`src/hdl/bba_pkg.sv`:
```
// Shared types and constants of the block bitmap allocator.
// Used by every module of the block; depends on nothing.
package bba_pkg;

   localparam int MAX_BLOCKS  = 65536;
   localparam int WORD_BITS   = 64;
   localparam int MAP_WORDS   = (MAX_BLOCKS + WORD_BITS - 1) / WORD_BITS;
   localparam int GROUPS      = (MAP_WORDS + WORD_BITS - 1) / WORD_BITS;
   localparam int BIT_IDX_W   = $clog2(WORD_BITS);
   localparam int WORD_IDX_W  = $clog2(MAP_WORDS);
   localparam int GROUP_IDX_W = (GROUPS > 1) ? $clog2(GROUPS) : 1;
   localparam int FULLW_W     = WORD_IDX_W + 1;
   localparam int COUNT_W     = 17;
   localparam int BLOCK_W     = 16;
   localparam int CSR_ADDR_W  = 3;
   localparam int CSR_DATA_W  = 32;

   localparam logic [2:0] KIND_FORMAT  = 3'd0;
   localparam logic [2:0] KIND_ALLOC   = 3'd1;
   localparam logic [2:0] KIND_RELEASE = 3'd2;
   localparam logic [2:0] KIND_QUERY   = 3'd3;
   localparam logic [2:0] KIND_WRITE   = 3'd4;

   localparam logic [1:0] STATUS_OK      = 2'd0;
   localparam logic [1:0] STATUS_NO_FREE = 2'd1;
   localparam logic [1:0] STATUS_RANGE   = 2'd2;

   localparam logic REG_TOTAL = 1'b0;
   localparam logic REG_META  = 1'b1;

   typedef struct packed {
      logic [2:0]         kind;
      logic [BLOCK_W-1:0] block_number;
      logic               bit_value;
   } req_type;

   typedef struct packed {
      logic [1:0]         status;
      logic [BLOCK_W-1:0] result_block;
      logic               bit_read;
      logic [COUNT_W-1:0] free_count;
   } rsp_type;

   typedef struct packed {
      logic [COUNT_W-1:0] total_blocks;
      logic [COUNT_W-1:0] metadata_blocks;
   } cfg_type;

   typedef struct packed {
      logic                   map_re;
      logic [WORD_IDX_W-1:0]  map_raddr;
      logic                   map_we;
      logic [WORD_IDX_W-1:0]  map_waddr;
      logic [WORD_BITS-1:0]   map_wdata;
      logic                   sum_re;
      logic [GROUP_IDX_W-1:0] sum_raddr;
      logic                   sum_we;
      logic [GROUP_IDX_W-1:0] sum_waddr;
      logic [WORD_BITS-1:0]   sum_wdata;
   } store_cmd_type;

   typedef struct packed {
      logic [WORD_BITS-1:0] map_rdata;
      logic [WORD_BITS-1:0] sum_rdata;
   } store_rd_type;

endpackage

```
`src/hdl/bba_csr.sv`:
```
// Configuration registers of the block bitmap allocator behind an APB-style port.
// Depends on bba_pkg.
module bba_csr (
   input  logic                           clock,
   input  logic                           reset,
   input  logic                           psel,
   input  logic                           penable,
   input  logic                           pwrite,
   input  logic [bba_pkg::CSR_ADDR_W-1:0] paddr,
   input  logic [bba_pkg::CSR_DATA_W-1:0] pwdata,
   output logic [bba_pkg::CSR_DATA_W-1:0] prdata,
   output logic                           pready,
   output bba_pkg::cfg_type               cfg
);
   import bba_pkg::*;

   logic [COUNT_W-1:0] total_ff, total_in;
   logic [COUNT_W-1:0] meta_ff, meta_in;
   logic               wr_en;

   assign pready = 1'b1;
   assign wr_en  = psel & penable & pwrite & pready;

   always_comb begin
      total_in = total_ff;
      meta_in  = meta_ff;
      if (wr_en) begin
         unique case (paddr[2])
            REG_TOTAL: total_in = pwdata[COUNT_W-1:0];
            REG_META:  meta_in  = pwdata[COUNT_W-1:0];
            default:   total_in = total_ff;
         endcase
      end
   end

   always_ff @(posedge clock) begin
      if (reset) begin
         total_ff <= COUNT_W'(MAX_BLOCKS);
         meta_ff  <= '0;
      end else begin
         total_ff <= total_in;
         meta_ff  <= meta_in;
      end
   end

   always_comb begin
      unique case (paddr[2])
         REG_TOTAL: prdata = CSR_DATA_W'(total_ff);
         REG_META:  prdata = CSR_DATA_W'(meta_ff);
         default:   prdata = '0;
      endcase
   end

   assign cfg.total_blocks    = total_ff;
   assign cfg.metadata_blocks = meta_ff;

endmodule

```
`config.mk`:
```
export PLATFORM = sky130hd
export DESIGN_NAME = bba_csr
export DESIGN_NICKNAME = d
export VERILOG_FILES = /design/src/hdl/bba_pkg.sv /design/src/hdl/bba_csr.sv
export SDC_FILE = /design/constraint.sdc
export NUM_CORES = 1
export LEC_CHECK = 0
export ABC_AREA = 0
export BUFFER_PORTS_ARGS = -buffer_cell sky130_fd_sc_hd__buf_2
export CAP_MARGIN = 10
export CORE_MARGIN = 2
export CORE_UTILIZATION = 43
export DETAILED_ROUTE_END_ITERATION = 7
export GPL_TIMING_DRIVEN = 0
export PLACE_DENSITY = 0.8
export RECOVER_POWER = 25
export SKIP_CTS_REPAIR_TIMING = 1
export SLEW_MARGIN = 20
export SYNTH_ARGS = -nofsm -noshare
export SYNTH_HDL_FRONTEND = slang
export SYNTH_SLANG_ARGS = --single-unit
```
`constraint.sdc`:
```
create_clock -name clock -period 1.29 [get_ports clock]
set_clock_uncertainty 0.1 [all_clocks]
set_input_delay 0.258 -clock clock [delete_from_list [all_inputs] [get_ports clock]]
set_output_delay 0.258 -clock clock [all_outputs]
set_load 0.01 [all_outputs]
```
# Yosys cells after proc, flatten, opt, wreduce, memory -nomap -nowiden
# Cells that the tools add are included.
[classes] reduce_logical=2 n_bitwise=3 muxes=1
[ops] op="one-hot mux 32 bit (2 select lines)" count=1
[ops] op="AND reduction 2 bit" count=2
[ops] op="AND 1 bit" count=2
[ops] op="inverter 1 bit" count=1
[totals] elab_cells=8 out_inout_bits=67 ff_bits=34

# Longest topological paths before layout
[depth] ltp_word=3 depth_mapped=4

# Worst setup path after synthesis
# No wires, ideal clock.
[synth_timing] path_type="input-to-output" startpoint="in paddr[2] in the netlist's numbering" endpoint="out prdata[10] in the netlist's numbering" t_required_ns=0.932 cell_stages=3 setup_slack_ns=0.069 arrival_time_ns=0.863 n_path_buf=2 path_cell_list="buf_6 buf_6 mux2_2"
[synth_via] elab_chain_len=2
[synth_lines] element="start, declared" line_no="bba_csr.sv:9" source="input logic [bba_pkg::CSR_ADDR_W-1:0] paddr,"
[synth_lines] element="inverter 1 bit (no source line)"
[synth_lines] element="one-hot mux 32 bit (2 select lines) *" line_no="bba_csr.sv:47" source="unique case (paddr[2])"
[synth_lines] element="end, declared" line_no="bba_csr.sv:11" source="output logic [bba_pkg::CSR_DATA_W-1:0] prdata,"
# Mark *: on every way between the ends. The rest lies on a longest branch, timed or not. The select of a mux whose other input is x is not followed.

# Worst setup path after layout
[layout_timing] startpoint="in paddr[2] in the netlist's numbering" endpoint="out prdata[5] in the netlist's numbering"
# Same word-level chain as after synthesis.

==> run summary <==
Outcome -> finished with violations
Violated checks -> negative setup slack
Grt ovf -> 0
Max Freq -> 697.8 MHz
Initial core utilization -> 44.95%
Post-synthesis compound-gate area fraction -> 0%
Worst Setup Start Kind -> primary input
Reg-to-Reg Start -> meta_ff[2]$_SDFFE_PP0P_
Post-synthesis adder-cell area fraction -> 0%
Critical Path Source -> paddr[2]
Worst hold path type -> primary input to flip-flop
Critical path peak fanout -> 6
Htree depth -> 2
Simple-Gate Fraction of Synth Area -> 20.81%
Fin util -> 65.06%
Crit Path Class -> primary input to output port
All-Layer GR Usage -> 17.60%
Synth area leader -> dfxtp_1
Period utilization -> 111.1%
Worst min-delay path startpoint -> pwdata[16]
Main synth FF type -> dfxtp_1
Nets -> 307
RSZ-0062 raised after global routing -> true
Fin Setup TNS -> -2.002 ns
Yosys reg bits -> 34
Sw Ratio -> 24.43%
Clock Latency Late Sink -> 0.27 ns
Core footprint -> 4000 sq um
Critical Path RT -> 0.93 ns
Synth-to-Final Area Change -> 44.75%
Num CTS Buffers -> 5
Antenna violations before repair -> 0
CP endpoint kind -> output port
Die Footprint -> 4715 sq um
Diode count -> 0
Initial DRC Count -> 33
Final Hold Fails -> 0
Yosys warnings -> 0
Routed vias/inst -> 4.599
Synth top area share -> 37.86%
Post-synth EDFFs -> 0
Worst vdd ir -> 0.0004800 V
Netlist cell types -> 14
Asr flop ratio synth -> 0%
Post-layout min period -> 1.433 ns
# setup viols final -> 17
Clock Power Share -> 33.0%
Vias in the first global route -> 1281
Mapped Cells -> 169
Final Max Tran Viols -> 0
Per-cell routed wire length -> 13.65 um
Minimum hold slack -> 0.1518 ns
Leakage -> 1.338 nW
Dpl hpwl -> 2903 um
Pint -> 0.001657 W
Number of detailed-routing iterations run before antenna repair -> 4
Avg Inst Size Synth -> 10.64 sq um
Vias -> 1458
First-pass GRT wire length -> 5982 um
Clock transition at path regs -> 0.06 ns
CTS Buffer Depth -> 2
Largest net degree at the start of global routing -> 11
Die Ht -> 68.67 um
CTS tree -> built
Arr. time, crit path -> 1.08 ns
Power Density -> 842.8 nW/um^2
WL final -> 4328 um
Area contributors post-synth -> dfxtp_1, mux2i_1, nand2b_1
Clk sinks -> 34
Fraction of layout cells with a size suffix above 1 -> 46.82%
Max Cap Violations -> 0
# IOs -> 107
Power, Total -> 0.002193 W
Psw -> 0.0005360 W
Mux share of post-synthesis cell area -> 29.58%
Seq/Total Area, Yosys -> 37.86%
Gpl congestion -> 0.7492
Drt drc -> 0
Final ANT Viol Nets -> 0
Main combinational cell family by area after synthesis -> multiplexers
Top cells by count, synth -> nand2b_1, dfxtp_1, mux2i_1, mux2_2, buf_4
Combinational Power Share -> 17.3%
Die Wd -> 68.67 um
Dominant cell by count in the synthesized netlist -> nand2b_1
IO buf count -> 73
CTS root buf -> clkbuf_8
Reg power frac -> 49.8%
Row count -> 23
XOR/XNOR Fraction of Synth Area -> 0%
Area of the mapped netlist -> 1798 sq um
Final setup margin -> -0.1432 ns
## kinds of logic after synthesis
kind of cell           Yosys count
and+or+nand+nor                 56
muxes                           51
other                            2
DFF                             34
buffers and inverters           26
## state kept, by name, summed over array words and instances (netlist names)
signal	flops
meta_ff	17
total_ff	17
## worst paths after layout
| check | endpoint | slack, ns | cells after the start |
|---|---|---|---|
| setup / recovery | prdata[5] | -0.14 | 5 |
| hold / removal | total_ff[16]$_SDFFE_PP1P_ | 0.15 | 3 |
| setup reg to reg | meta_ff[2]$_SDFFE_PP0P_ | 0.51 | 3 |
| hold reg to reg | meta_ff[10]$_SDFFE_PP0P_ | 0.39 | 2 |
## layout make-up
class	count	area, sq um
multi-input combinational	123	1022
clock buffer	7	76.32
tap	50	62.56
sequential	34	684.4
buffer	26	216.5
fill	343	1398
timing repair buffer	77	540.5
## critical path, stage by stage
cell	delay, ns
buf_8	0.10
buf_8	0.13
clkbuf_16	0.16
mux2_4	0.31
buf_6	0.12
## power groups by stage
stage	Clock [W]	Combinational (W)	Sequential, W
6_report	0.000723	0.000379	0.00109
5_1_grt	0.000792	0.000410	0.00109
4_1_cts	0.000740	0.000319	0.00109
3_5_place_dp	0	0.000318	0.00111
3_3_place_gp	0	0.000316	0.00111
2_1_floorplan	0	0.000200	0.00112
## per-stage QoR
| step | setup slack (ns) | instance area, sq um | instances |
|---|---|---|---|
| after floorplan | 0.06897 | 1851 | 183 |
| after global placement | -0.2412 | 2278 | 306 |
| after detailed placement | -0.2518 | 2278 | 306 |
| after CTS | -0.2566 | 2355 | 313 |
| after global routing | -0.1555 | 2603 | 317 |
| final | -0.1432 | 2603 | 317 |
## layout by cell type, fill, tap and decap left out, drive strengths merged
| cell | count |
|---|---|
| conb | 16 |
| mux2 | 17 |
| nand4b | 1 |
| buf | 96 |
| clkbuf | 14 |
| and4b | 1 |
| and4 | 1 |
| nand2b | 50 |
| nor2 | 2 |
| mux2i | 34 |
| dfxtp | 34 |
| nand4 | 1 |
## metal layers
metal  part of all wire, %  GRT usage [%]  routed length, um
met5                     0              0                  0
met4                  0.32          5.250                 14
met3                   5.9          6.169                256
met2                    52          30.29               2241
met1                    42          20.44               1816
(Power assumes the default switching activity.)
